`src/design/assert_macros.svh`:
```
// assertion helpers for the neighbor table
`ifndef ASSERT_MACROS_SVH
`define ASSERT_MACROS_SVH

// clocked assertion, quiet during reset
`define ANB_ASSERT(lbl, clk, rst_n, prop, msg) \
  lbl: assert property (@(posedge clk) disable iff (!rst_n) prop) else $error(msg);

// clocked assertion, checked during reset too
`define ANB_ASSERT_ALWAYS(lbl, clk, prop, msg) \
  lbl: assert property (@(posedge clk) prop) else $error(msg);

`endif

```
`src/design/anb_pkg.sv`:
```
// ----------------------------------------------------------------------------
// anb_pkg
// types, codes and the name normalizer of the aging neighbor table
// ----------------------------------------------------------------------------
package anb_pkg;

  localparam logic [2:0] MODE_TICK   = 3'd0;
  localparam logic [2:0] MODE_ADV    = 3'd1;
  localparam logic [2:0] MODE_LK_MAC = 3'd2;
  localparam logic [2:0] MODE_LK_NAM = 3'd3;
  localparam logic [2:0] MODE_PURGE  = 3'd4;

  localparam logic [2:0] KIND_REFRESHED = 3'd0;
  localparam logic [2:0] KIND_INSERTED  = 3'd1;
  localparam logic [2:0] KIND_FULL      = 3'd2;
  localparam logic [2:0] KIND_HIT       = 3'd3;
  localparam logic [2:0] KIND_MISS      = 3'd4;
  localparam logic [2:0] KIND_REMOVED   = 3'd5;
  localparam logic [2:0] KIND_LISTED    = 3'd6;
  localparam logic [2:0] KIND_EMPTY     = 3'd7;

  localparam logic [31:0] DEFAULT_TIMEOUT = 32'd30000;

  typedef struct packed {
    logic [47:0] mac;
    logic [63:0] name_high;
    logic [55:0] name_low;
    logic [31:0] seen;
  } entry_t;

  typedef struct packed {
    logic [2:0]  kind;
    logic [47:0] mac_out;
    logic [63:0] name_high;
    logic [55:0] name_low;
    logic [4:0]  entries;
    logic        last;
  } result_t;

  // zero every byte after the first zero byte
  function automatic logic [119:0] normalize_name(input logic [63:0] hi,
                                                  input logic [55:0] lo);
    logic [119:0] flat;
    logic [119:0] res;
    logic         alive;
    flat  = {hi, lo};
    res   = '0;
    alive = 1'b1;
    for (int k = 0; k < 15; k++) begin
      if (alive) begin
        res[119-8*k -: 8] = flat[119-8*k -: 8];
      end
      alive = alive & (flat[119-8*k -: 8] != 8'd0);
    end
    return res;
  endfunction

endpackage

```
`src/design/anb_in_if.sv`:
```
// ----------------------------------------------------------------------------
// anb_in_if
// command word channel of the neighbor table
// ----------------------------------------------------------------------------
interface anb_in_if;
  logic        valid;
  logic        ready;
  logic [2:0]  mode;
  logic [47:0] mac;
  logic [63:0] plate_high;
  logic [55:0] plate_low;

  modport source (output valid, mode, mac, plate_high, plate_low, input ready);
  modport sink   (input valid, mode, mac, plate_high, plate_low, output ready);
endinterface

```
`src/design/anb_out_if.sv`:
```
// ----------------------------------------------------------------------------
// anb_out_if
// result word channel of the neighbor table
// ----------------------------------------------------------------------------
interface anb_out_if;
  logic        valid;
  logic        ready;
  logic [2:0]  kind;
  logic [47:0] mac_out;
  logic [63:0] name_high;
  logic [55:0] name_low;
  logic [4:0]  entries;
  logic        last;

  modport source (output valid, kind, mac_out, name_high, name_low, entries, last,
                  input ready);
  modport sink   (input valid, kind, mac_out, name_high, name_low, entries, last,
                  output ready);
endinterface

```
`src/design/anb_cfg_if.sv`:
```
// ----------------------------------------------------------------------------
// anb_cfg_if
// timeout register write channel
// ----------------------------------------------------------------------------
interface anb_cfg_if;
  logic        valid;
  logic        ready;
  logic [31:0] timeout_ms;

  modport source (output valid, timeout_ms, input ready);
  modport sink   (input valid, timeout_ms, output ready);
endinterface

```
`src/design/anb_store.sv`:
```
// ----------------------------------------------------------------------------
// anb_store
// entry memory, one write and one registered read per cycle
// ----------------------------------------------------------------------------
module anb_store
  import anb_pkg::*;
#(
  parameter int TABLE_DEPTH = 16
) (
  input  logic                           clk,
  input  logic                           we,
  input  logic [$clog2(TABLE_DEPTH)-1:0] wa,
  input  entry_t                         wd,
  input  logic [$clog2(TABLE_DEPTH)-1:0] ra,
  output entry_t                         rd
);

  entry_t mem [TABLE_DEPTH];

  always_ff @(posedge clk) begin
    if (we) begin
      mem[wa] <= wd;
    end
    rd <= mem[ra];
  end

endmodule

```
`src/design/aging_neighbor_table.sv`:
```
// ----------------------------------------------------------------------------
// aging_neighbor_table
// ordered neighbor table with refresh, lookup and aging purge
// ----------------------------------------------------------------------------
//  channel   dir  handshake              payload
//  in_ch     in   valid/ready            mode, mac, plate_high, plate_low
//  out_ch    out  valid/ready            kind, mac_out, name_high, name_low, ...
//  cfg_ch    in   valid/ready (ready=1)  timeout_ms
//
//  a tick only advances the clock; a search steps S_RD, S_EV per entry, then S_MISS on a miss
//  purge: checks ages, then compacts and reports each removal, then lists each kept entry
//  every entry goes through the one memory read port and one age comparator
//  synchronous active-low reset; the entry memory is not cleared
//  a stalled result holds the sequencer until the output register frees up
// ----------------------------------------------------------------------------
`include "assert_macros.svh"

module aging_neighbor_table
  import anb_pkg::*;
#(
  parameter int TABLE_DEPTH = 16
) (
  input  logic   clk,
  input  logic   rst_n,
  anb_in_if.sink   in_ch,
  anb_out_if.source out_ch,
  anb_cfg_if.sink  cfg_ch
);

  localparam int IW = $clog2(TABLE_DEPTH);
  localparam int CW = $clog2(TABLE_DEPTH + 1);
  localparam logic [CW-1:0] DEPTH_C = CW'(TABLE_DEPTH);
  localparam logic [CW-1:0] ONE_C   = CW'(1);

  typedef enum logic [2:0] {S_IDLE, S_RD, S_EV, S_MISS, S_EMIT} state_t;
  typedef enum logic [1:0] {PH_SRCH, PH_CNT, PH_REM, PH_LIST} phase_t;

  state_t        state_r, ret_r;
  phase_t        ph_r;
  logic [2:0]    op_r;
  logic [47:0]   mac_r;
  logic [119:0]  name_r;
  logic [31:0]   clock_r;
  logic [31:0]   timeout_r;
  logic [CW-1:0] cnt_r, idx_r, wr_r, keep_r, rem_r;
  result_t       pend_r, out_r;
  logic          out_valid_r;

  logic          mem_we;
  logic [IW-1:0] mem_wa;
  entry_t        mem_wd, rd_q;

  logic          aged, mac_hit, name_hit, match, at_end, in_acc, out_free;
  logic [CW-1:0] idx_inc, keep_n;
  logic [119:0]  in_name;

  anb_store #(.TABLE_DEPTH(TABLE_DEPTH)) u_store (
    .clk (clk),
    .we  (mem_we),
    .wa  (mem_wa),
    .wd  (mem_wd),
    .ra  (idx_r[IW-1:0]),
    .rd  (rd_q)
  );

  assign in_ch.ready  = (state_r == S_IDLE);
  assign cfg_ch.ready = 1'b1;
  assign in_acc       = in_ch.valid && in_ch.ready;
  assign in_name      = normalize_name(in_ch.plate_high, in_ch.plate_low);
  assign out_free     = !out_valid_r || out_ch.ready;

  assign out_ch.valid     = out_valid_r;
  assign out_ch.kind      = out_r.kind;
  assign out_ch.mac_out   = out_r.mac_out;
  assign out_ch.name_high = out_r.name_high;
  assign out_ch.name_low  = out_r.name_low;
  assign out_ch.entries   = out_r.entries;
  assign out_ch.last      = out_r.last;

  assign aged     = (clock_r - rd_q.seen) > timeout_r;
  assign mac_hit  = rd_q.mac == mac_r;
  assign name_hit = {rd_q.name_high, rd_q.name_low} == name_r;
  assign match    = (op_r == MODE_LK_NAM) ? name_hit : mac_hit;
  assign idx_inc  = CW'(idx_r + ONE_C);
  assign at_end   = idx_inc == cnt_r;
  assign keep_n   = CW'(keep_r + CW'(!aged));

  always_comb begin
    mem_we = 1'b0;
    mem_wa = idx_r[IW-1:0];
    mem_wd = rd_q;
    if (state_r == S_EV && ph_r == PH_SRCH && op_r == MODE_ADV && mac_hit) begin
      mem_we      = 1'b1;
      mem_wd.seen = clock_r;
    end else if (state_r == S_EV && ph_r == PH_REM && !aged) begin
      mem_we = 1'b1;
      mem_wa = wr_r[IW-1:0];
    end else if (state_r == S_MISS && op_r == MODE_ADV && cnt_r != DEPTH_C) begin
      mem_we = 1'b1;
      mem_wa = cnt_r[IW-1:0];
      mem_wd = '{mac: mac_r, name_high: name_r[119:56], name_low: name_r[55:0],
                 seen: clock_r};
    end
  end

  always_ff @(posedge clk) begin
    if (!rst_n) begin
      state_r     <= S_IDLE;
      ret_r       <= S_IDLE;
      ph_r        <= PH_SRCH;
      cnt_r       <= '0;
      clock_r     <= '0;
      timeout_r   <= DEFAULT_TIMEOUT;
      out_valid_r <= 1'b0;
    end else begin
      if (cfg_ch.valid) begin
        timeout_r <= cfg_ch.timeout_ms;
      end
      if (out_valid_r && out_ch.ready && state_r != S_EMIT) begin
        out_valid_r <= 1'b0;
      end
      case (state_r)
        S_IDLE: begin
          if (in_acc) begin
            op_r   <= in_ch.mode;
            mac_r  <= in_ch.mac;
            name_r <= in_name;
            idx_r  <= '0;
            keep_r <= '0;
            case (in_ch.mode)
              MODE_TICK: clock_r <= clock_r + 32'd1;
              MODE_ADV, MODE_LK_MAC, MODE_LK_NAM: begin
                ph_r    <= PH_SRCH;
                state_r <= (cnt_r == '0) ? S_MISS : S_RD;
              end
              MODE_PURGE: begin
                if (cnt_r == '0) begin
                  pend_r  <= '{kind: KIND_EMPTY, mac_out: '0, name_high: '0,
                               name_low: '0, entries: '0, last: 1'b1};
                  ret_r   <= S_IDLE;
                  state_r <= S_EMIT;
                end else begin
                  ph_r    <= PH_CNT;
                  state_r <= S_RD;
                end
              end
              default: ;
            endcase
          end
        end
        S_RD: state_r <= S_EV;
        S_EV: begin
          pend_r.mac_out   <= rd_q.mac;
          pend_r.name_high <= rd_q.name_high;
          pend_r.name_low  <= rd_q.name_low;
          case (ph_r)
            PH_SRCH: begin
              if (match) begin
                pend_r.kind    <= (op_r == MODE_ADV) ? KIND_REFRESHED : KIND_HIT;
                pend_r.entries <= 5'(cnt_r);
                pend_r.last    <= 1'b1;
                ret_r          <= S_IDLE;
                state_r        <= S_EMIT;
              end else if (at_end) begin
                state_r <= S_MISS;
              end else begin
                idx_r   <= idx_inc;
                state_r <= S_RD;
              end
            end
            PH_CNT: begin
              state_r <= S_RD;
              if (at_end) begin
                keep_r <= keep_n;
                rem_r  <= CW'(cnt_r - keep_n);
                idx_r  <= '0;
                wr_r   <= '0;
                ph_r   <= (keep_n == cnt_r) ? PH_LIST : PH_REM;
              end else begin
                keep_r <= keep_n;
                idx_r  <= idx_inc;
              end
            end
            PH_REM: begin
              if (aged) begin
                pend_r.kind    <= KIND_REMOVED;
                pend_r.entries <= 5'(keep_r);
                pend_r.last    <= (rem_r == ONE_C) && (keep_r == '0);
                rem_r          <= CW'(rem_r - ONE_C);
                state_r        <= S_EMIT;
                ret_r          <= (at_end && keep_r == '0) ? S_IDLE : S_RD;
              end else begin
                wr_r    <= CW'(wr_r + ONE_C);
                state_r <= S_RD;
              end
              if (at_end) begin
                cnt_r <= keep_r;
                idx_r <= '0;
                ph_r  <= PH_LIST;
              end else begin
                idx_r <= idx_inc;
              end
            end
            default: begin
              pend_r.kind    <= KIND_LISTED;
              pend_r.entries <= 5'(cnt_r);
              pend_r.last    <= at_end;
              idx_r          <= idx_inc;
              ret_r          <= at_end ? S_IDLE : S_RD;
              state_r        <= S_EMIT;
            end
          endcase
        end
        S_MISS: begin
          ret_r   <= S_IDLE;
          state_r <= S_EMIT;
          if (op_r == MODE_ADV && cnt_r != DEPTH_C) begin
            pend_r <= '{kind: KIND_INSERTED, mac_out: mac_r, name_high: name_r[119:56],
                        name_low: name_r[55:0], entries: 5'(cnt_r + ONE_C), last: 1'b1};
            cnt_r  <= CW'(cnt_r + ONE_C);
          end else begin
            pend_r <= '{kind: (op_r == MODE_ADV) ? KIND_FULL : KIND_MISS, mac_out: '0,
                        name_high: '0, name_low: '0, entries: 5'(cnt_r), last: 1'b1};
          end
        end
        S_EMIT: begin
          if (out_free) begin
            out_r       <= pend_r;
            out_valid_r <= 1'b1;
            state_r     <= ret_r;
          end
        end
        default: state_r <= S_IDLE;
      endcase
    end
  end

  `ANB_ASSERT(a_cnt_bound, clk, rst_n, cnt_r <= DEPTH_C, "entry count above depth")
  `ANB_ASSERT(a_tick, clk, rst_n, in_acc && in_ch.mode == MODE_TICK |=> clock_r == $past(clock_r) + 32'd1, "tick did not advance clock")
  `ANB_ASSERT(a_keep, clk, rst_n, (ph_r == PH_REM) |-> (keep_r <= cnt_r && wr_r <= idx_r), "compaction indexes out of order")
  `ANB_ASSERT(a_emit_free, clk, rst_n, (state_r == S_EMIT && out_free) |=> out_valid_r, "result word lost")

endmodule
```
`src/flat_wrapper.sv`:
```
// flat-port wrapper written by rule: the top's interface ports become plain ports
module aging_neighbor_table_flat import anb_pkg::*;
#(
  parameter int TABLE_DEPTH = 16
)
  (clk, rst_n, in_ch_valid, in_ch_mode, in_ch_mac, in_ch_plate_high, in_ch_plate_low, in_ch_ready, out_ch_valid, out_ch_kind, out_ch_mac_out, out_ch_name_high, out_ch_name_low, out_ch_entries, out_ch_last, out_ch_ready, cfg_ch_valid, cfg_ch_timeout_ms, cfg_ch_ready);
  anb_in_if in_ch_i ();
  anb_out_if out_ch_i ();
  anb_cfg_if cfg_ch_i ();
  input  logic clk;
  input  logic rst_n;
  input wire logic [$bits(in_ch_i.valid)-1:0] in_ch_valid;
  input wire logic [$bits(in_ch_i.mode)-1:0] in_ch_mode;
  input wire logic [$bits(in_ch_i.mac)-1:0] in_ch_mac;
  input wire logic [$bits(in_ch_i.plate_high)-1:0] in_ch_plate_high;
  input wire logic [$bits(in_ch_i.plate_low)-1:0] in_ch_plate_low;
  output wire logic [$bits(in_ch_i.ready)-1:0] in_ch_ready;
  output wire logic [$bits(out_ch_i.valid)-1:0] out_ch_valid;
  output wire logic [$bits(out_ch_i.kind)-1:0] out_ch_kind;
  output wire logic [$bits(out_ch_i.mac_out)-1:0] out_ch_mac_out;
  output wire logic [$bits(out_ch_i.name_high)-1:0] out_ch_name_high;
  output wire logic [$bits(out_ch_i.name_low)-1:0] out_ch_name_low;
  output wire logic [$bits(out_ch_i.entries)-1:0] out_ch_entries;
  output wire logic [$bits(out_ch_i.last)-1:0] out_ch_last;
  input wire logic [$bits(out_ch_i.ready)-1:0] out_ch_ready;
  input wire logic [$bits(cfg_ch_i.valid)-1:0] cfg_ch_valid;
  input wire logic [$bits(cfg_ch_i.timeout_ms)-1:0] cfg_ch_timeout_ms;
  output wire logic [$bits(cfg_ch_i.ready)-1:0] cfg_ch_ready;
  assign in_ch_i.valid = in_ch_valid;
  assign in_ch_i.mode = in_ch_mode;
  assign in_ch_i.mac = in_ch_mac;
  assign in_ch_i.plate_high = in_ch_plate_high;
  assign in_ch_i.plate_low = in_ch_plate_low;
  assign in_ch_ready = in_ch_i.ready;
  assign out_ch_valid = out_ch_i.valid;
  assign out_ch_kind = out_ch_i.kind;
  assign out_ch_mac_out = out_ch_i.mac_out;
  assign out_ch_name_high = out_ch_i.name_high;
  assign out_ch_name_low = out_ch_i.name_low;
  assign out_ch_entries = out_ch_i.entries;
  assign out_ch_last = out_ch_i.last;
  assign out_ch_i.ready = out_ch_ready;
  assign cfg_ch_i.valid = cfg_ch_valid;
  assign cfg_ch_i.timeout_ms = cfg_ch_timeout_ms;
  assign cfg_ch_ready = cfg_ch_i.ready;
  aging_neighbor_table #(.TABLE_DEPTH(TABLE_DEPTH)) u_core (.clk(clk), .rst_n(rst_n), .in_ch(in_ch_i), .out_ch(out_ch_i), .cfg_ch(cfg_ch_i));
endmodule
```
`config.mk`:
```
export PLATFORM = sky130hd
export DESIGN_NAME = aging_neighbor_table_flat
export DESIGN_NICKNAME = d
export VERILOG_FILES = /design/src/design/anb_pkg.sv /design/src/design/anb_in_if.sv /design/src/design/anb_out_if.sv /design/src/design/anb_cfg_if.sv /design/src/design/anb_store.sv /design/src/design/aging_neighbor_table.sv /design/src/flat_wrapper.sv
export VERILOG_INCLUDE_DIRS = /design/src /design/src/design
export SDC_FILE = /design/constraint.sdc
export NUM_CORES = 2
export LEC_CHECK = 0
export CAP_MARGIN = 10
export CORE_ASPECT_RATIO = 1.2
export CORE_UTILIZATION = 30
export DETAILED_ROUTE_END_ITERATION = 7
export DONT_BUFFER_PORTS = 1
export PLACE_DENSITY = 0.48
export SKIP_CTS_REPAIR_TIMING = 1
export SLEW_MARGIN = 20
export SYNTH_ARGS = -nofsm -noshare
export SYNTH_HDL_FRONTEND = slang
export SYNTH_SLANG_ARGS = --single-unit
export TNS_END_PERCENT = 100
```
`constraint.sdc`:
```
create_clock -name clk -period 36.5 [get_ports clk]
set_input_delay 5.475 -clock clk [delete_from_list [all_inputs] [get_ports clk]]
set_output_delay 5.475 -clock clk [all_outputs]
set_load 0.05 [all_outputs]
```
# Word level (Yosys, flattened, before mapping)
# Memories as Yosys holds them, arrays and structs flattened. A register that Yosys moved wholly into a read port is not among the register bits.
# Index checks and enable logic that the tools add are counted.
# op_classes
n_addsub	8
n_mul	0
n_div	0
order_cmp	1
eq_ne	40
shifts	0
muxes	74
bitwise_logic	13
reduce_logical	54
# ops
op	n
177-bit two-way mux	4
177-bit case mux with 3 select lines	1
200-bit two-way mux	2
168-bit two-way mux	1
120-bit == test	1
8-bit nonzero test	14
5-bit two-way mux	12
5-bit case mux with 2 select lines	6
48-bit == test	1
3-bit two-way mux	13
3-bit case mux with 3 select lines	4
32-bit by 1-bit adder with 32-bit output, second input constant	1
32-bit greater-than comparator	1
32-bit two-way mux	1
32-bit subtractor	1
5-bit AND reduction	4
3-bit inequality test, second input constant	6
6-bit case mux with 3 select lines	1
2-bit inequality test, second input constant	8
5-bit by 1-bit adder with 5-bit output, second input constant	3
3-bit by 2-bit == test with 1-bit output, second input constant	5
3-bit case mux with 5 select lines	1
2-bit two-way mux	7
7-bit AND reduction	2
31 further kinds	90
# totals
register_bits	623
latch_bits	0
ramBits	3200
mem_bits_ro	0
mem_count	1
# memory_table
name	depth	word_bits	read_ports	rd_ports_with_merged_regs	wr	line_no	text
u_core.u_store.mem	16	200	1	1	1	anb_store.sv:18	entry_t mem [TABLE_DEPTH];

# Longest topological paths before layout
# depth
ltp_word	14
ltp_mapped	31
depth_no_buf	30

# Cells and area by module
# From an unflattened synthesis, not the netlist that was laid out.
# hier_totals
cells_unflattened	7964
area_unflattened_um2	153723.7
# modules_own_cells
module	n_inst	cells_per_inst	area_each_um2	seq_area_each_um2
anb_store	1	5216	123927.6	100096.0
aging_neighbor_table	1	2748	29796.1	17857.1

# Worst setup path before layout
# Ideal clock, no wire load.
# synth_path
path_kind	register -> register
from	register u_core.clock_r[8]
to	memory u_core.u_store.mem[10][0] in the netlist's numbering (enable)
setup_ns	1.251
t_arrival_ns	23.790
t_required_ns	35.249
slack_ns	11.458
path_stages_with_launch	22
path_buffers	2
cell_sequence	dfxtp_1 -> ha_1 -> a21oi_1 -> o21ai_0 -> a221o_1 -> nand3b_1 -> a31oi_1 -> o21ai_0 -> a2111oi_0 -> nor3_1 -> nand3b_1 -> ha_1 -> nand4_1 -> or3_1 -> or3_1 -> o21a_1 -> buf_6 -> clkinv_2 -> a211oi_1 -> or3_1 -> buf_2 -> nor4_1
# synth_between
elab_chain_cells	8
elab_cells_between_ends	10
# synth_rtl
item	line_no	text
start, declared	aging_neighbor_table.sv:43	logic [31:0] clock_r;
start signal, assigned	aging_neighbor_table.sv:131	MODE_TICK: clock_r <= clock_r + 32'd1;
32-bit subtractor (*)	aging_neighbor_table.sv:80	assign aged = (clock_r - rd_q.seen) > timeout_r;
32-bit greater-than comparator (*)	aging_neighbor_table.sv:80	
1-bit logical NOT (*)	aging_neighbor_table.sv:95	end else if (state_r == S_EV && ph_r == PH_REM && !aged) begin
1-bit logical AND (*)	aging_neighbor_table.sv:95	
1-bit two-way mux	aging_neighbor_table.sv:95	
1-bit two-way mux	aging_neighbor_table.sv:92	if (state_r == S_EV && ph_r == PH_SRCH && op_r == MODE_ADV && mac_hit) begin
1-bit two-way mux	anb_store.sv:21	if (we) begin
1-bit two-way mux (implied by the code)	anb_store.sv:22	mem[wa] <= wd;
end, declared	anb_store.sv:18	
# Mark *: on every way between the ends. The rest lies on a longest branch, timed or not.

# Final worst setup path
# layout_path
from	register, netlist name u_core.u_store.rd[4]
to	memory u_core.u_store.mem[9][83] in the netlist's numbering (enable)
# layout_between
elab_chain_cells	8
elab_cells_between_ends	10
# layout_rtl
item	line_no
32-bit subtractor (*)	aging_neighbor_table.sv:80
32-bit greater-than comparator (*)	aging_neighbor_table.sv:80
1-bit logical NOT (*)	aging_neighbor_table.sv:95
1-bit logical AND (*)	aging_neighbor_table.sv:95
1-bit two-way mux	aging_neighbor_table.sv:95
1-bit two-way mux	aging_neighbor_table.sv:92
1-bit two-way mux	anb_store.sv:21
1-bit two-way mux (implied by the code)	anb_store.sv:22
# Marks and branches as above.

==> key figures <==
Run status
  • Result of the run: finished with violations
  • Violated checks: antenna violations, design-rule violations

Route
  • Routed wl met3: roughly 27 mm
  • Average wire length per cell after detail routing: approximately 30 microns
  • Detailed-routing iteration count for the pre-antenna-repair pass: 8
  • Topmost layer with routed signal wires: met5
  • DRC errors left: roughly 110
  • Met1 WL: ~180 mm
  • Vias post-DR: ~73k
  • Total wire length: between 400 and 500 mm
  • First-iteration detailed-routing DRC count: around 7.1k
  • Mean number of vias per cell: 4.938
  • DRT antenna net count: 1
  • Met2 wirelength from detailed routing: 218.7 mm

GRT
  • Number of antenna violations at the first check in global routing: 59
  • First-pass GRT wire length: 612.1 mm
  • Maximum number of pins on one net before global-route repair: 134
  • Vias in the first global route: around 77k
  • All-Layer GR Usage: roughly 17%
  • Total overflow reported by the global router: 0

Clock tree
  • Number of clock sinks: 4020
  • CTS Root Buffer Type: clkbuf_16
  • Clock transition at path regs: roughly 0.06 ns
  • Clock Latency Late Sink: ~1.1 ns
  • Clock buffer count from CTS: approximately 410
  • CTS max path bufs: 4
  • Number of H-tree branching levels: 5
  • TritonCTS clock tree: built

Job
  • Max-cap viol count: 0

STA
  • Period minus WS final: between 9 and 10 ns
  • Final count of hold timing violations: 0
  • Slew at the pin with the worst max-slew slack: 1.243 ns
  • Final period util: around 26%
  • Final setup fails: 0
  • Max-slew headroom: 16.54%
  • Worst-case setup margin in the final layout: between 20 and 30 ns
  • Max-slew violations: 0
  • Summed negative setup slack over all endpoints: 0 ns
  • Hold slack: approximately 0.36 ns
  • Setup repair after global routing missed its margin: false
  • Final setup skew: 0.1271 ns
  • Timing-limited maximum frequency: 106.1 MHz

Synthesis
  • Post-synthesis async set-or-reset flop share: 0%
  • Synth cell types: between 70 and 80
  • Count of warnings emitted by yosys: 0
  • Primary FF master, synth: edfxtp_1
  • Number of synthesized flops with an enable pin: between 3k and 4k
  • Synthesis-stage register bit count: 4020
  • Avg Synthesized Cell Area: ~21 sq um
  • Post-synthesis sequential area ratio: 76.91%
  • Post-synthesis net count: just under 8k
  • Number of cells produced by synthesis: about 7.4k
  • Post-synth design cell area: 153400 sq um

Final layout
  • Final design area excluding fillers: between 150000 and 200000 sq um
  • Post-Layout Cell Count: ~15k
  • Layout net count: between 7k and 8k
  • Most frequent standard cell in the layout excluding fill and tap cells: edfxtp_1
  • Post-layout util: between 30% and 40%
  • Fillers: around 48k
  • Area Growth Syn to Fin: 14.71%
  • Most frequent cells in the layout: edfxtp_1 (3744), mux4_2 (1000), nand2_1 (901)
  • Fraction of layout cells with a size suffix above 1: 22.89%

Pwr
  • Post-layout power: 10.85 mW
  • Switching portion of total power: approximately a quarter
  • Leakage dissipation: ~56 nW
  • Power density cells: a little over 60 nW/um^2
  • Share of power burned in combinational logic: 10.5%
  • Power share of the clock group: roughly two fifths
  • Worst IR Drop VDD: between 0.00004 and 0.00005 V
  • Cell internal pwr: between 8 and 9 mW
  • Switching Power: ~2.7 mW
  • Part of the power in registers: 50.7%

Hold path
  • Hold crit path type: register to register

Setup path
  • Startpoint Class: register
  • Kind of end point of the critical path: register
  • Data arrival time of the worst path: around 10 ns
  • Critical path required time: 37.08 ns
  • Worst Path Class, Setup: register to register
  • Critical path peak fanout: 47

Die
  • Placeable Area: a little over 500000 sq um
  • I/O pin count: between 300 and 400
  • Effective utilization at floorplan: between 30% and 40%
  • Horizontal extent of the die: roughly 650 microns
  • Total die area: just over 500000 sq um
  • Die Height: approximately 790 microns
  • FP Rows: ~290

Place
  • Post-detail-place hpwl: around 250 mm
  • PortBufs: 0
  • Setup slack after placement: approximately 27 ns
  • Final weighted congestion in routability-driven placement: about 0.76
  • Placement Cell Area: 162300 sq um
  • Placed Instances: ~14k
cell families (layout without fill, tap and decap cells):
| logic type | Yosys count | count (layout) | synth area share (%) |
|---|---|---|---|
| AOI/OAI and AO/OA | 240 | 240 | 0.9954 |
| xor gates and xnor gates | 232 | 232 | 1.325 |
| buffers and inverters | 425 | 1019 | 1.056 |
| muxes | 1058 | 1058 | 15.09 |
| adders and majority gates | 82 | 82 | 0.6772 |
| DFF | 4020 | 4020 | 76.91 |
| and+or+nand+nor | 1374 | 1374 | 3.944 |
| other | 1 | 46 | 0.002445 |
layer usage:
layer | GRT usage (%) | up-vias
li1 | - | 30560
met4 | 5.448 | 22
met1 | 22.25 | 39890
met3 | 3.299 | 541
met5 | 0 | -
met2 | 28.14 | 2366
power by group through the flow:
| stage | logic [mW] | clock network [mW] | registers [mW] |
|---|---|---|---|
| 2_1_floorplan | 0.719 | 0 | 5.55 |
| 3_3_place_gp | 1.14 | 0 | 5.60 |
| 3_5_place_dp | 1.16 | 0 | 5.60 |
| 4_1_cts | 1.17 | 4.32 | 5.50 |
| 5_1_grt | 1.23 | 4.47 | 5.51 |
| 6_report | 1.14 | 4.21 | 5.50 |
cell usage after synthesis (all sizes together), types with 3 or more instances:
library cell | number | area share (%)
a211oi | 9 | 0.044
a21boi | 3 | 0.022
a21o | 17 | 0.083
a21oi | 61 | 0.20
a221o | 3 | 0.020
a22oi | 5 | 0.024
a31oi | 5 | 0.020
and2 | 94 | 0.38
and3 | 48 | 0.20
buf | 92 | 0.24
clkbuf | 234 | 0.57
dfxtp | 276 | 3.6
edfxtp | 3744 | 73
ha | 79 | 0.64
inv | 97 | 0.24
mux2 | 30 | 0.22
mux2i | 28 | 0.18
mux4 | 1000 | 15
nand2 | 901 | 2.2
nand2b | 8 | 0.033
nand3 | 31 | 0.10
nand3b | 4 | 0.020
nand4 | 43 | 0.18
nor2 | 115 | 0.28
nor2b | 11 | 0.045
nor3 | 27 | 0.095
nor3b | 4 | 0.020
nor4 | 58 | 0.24
o211ai | 13 | 0.064
o21a | 11 | 0.054
o21ai | 71 | 0.23
o21bai | 6 | 0.029
o221ai | 3 | 0.017
o22ai | 4 | 0.016
o31ai | 4 | 0.020
or3 | 13 | 0.056
or4 | 11 | 0.056
xnor2 | 106 | 0.61
xor2 | 126 | 0.72
worst paths after layout:
check                           slack (ns)  depth (start not counted)                 start                         to
worst min-delay path                  0.36                          0    u_core.pend_r[174]      u_core.out_ch.kind[0]
worst max-delay path                 27.07                         25  u_core.u_store.rd[4]  u_core.u_store.mem[9][83]
worst max register to register       27.07                         25  u_core.u_store.rd[4]  u_core.u_store.mem[9][83]
worst min register to register        0.36                          0    u_core.pend_r[174]      u_core.out_ch.kind[0]
flip-flops by register name (all words and copies together), names as in the netlist, 5 cells and up:
signal and flops:
u_core.out_ch.name_high 64, u_core.out_ch.name_low 56, u_core.cnt_r 5, u_core.u_store.mem 3200, u_core.rem_r 5, u_core.name_r 120, u_core.out_ch.entries 5, u_core.keep_r 5
u_core.u_store.rd 200, u_core.idx_r 5, u_core.pend_r 177, u_core.timeout_r 32, u_core.out_ch.mac_out 48, u_core.clock_r 32, u_core.mac_r 48
critical path, cell delays in order (launching register included):
cell	delay [ns]
dfxtp_1	0.35
inv_1	0.06
ha_1	0.36
a21oi_1	0.32
o21ai_0	0.22
o21ai_0	0.37
nand3b_1	0.19
a31oi_1	0.37
o21ai_0	0.30
a2111oi_0	0.58
nor3_1	0.13
nand3b_1	0.19
ha_1	0.31
nand4_1	0.14
or3_1	0.43
a41oi_1	0.17
o21a_1	0.17
buf_4	0.21
clkinv_2	0.19
a211oi_1	0.36
nor3_1	0.11
buf_4	0.20
nor4_2	0.49
buf_4	0.81
buf_4	0.89
buf_4	0.89
cell type report:
type,count,area (sq um),area share (%)
Inverter,99,372.9,0.2119
Clock buffer,551,11290,6.415
Antenna cell,45,112.6,0.06401
Multi-Input combinational cell,2987,34000,19.33
Timing Repair Buffer,157,1562,0.8876
Sequential cell,4020,118000,67.05
Clock inverter,212,2137,1.215
Tap cell,6791,8497,4.830
No activity file was read; power rests on OpenSTA's default activity.
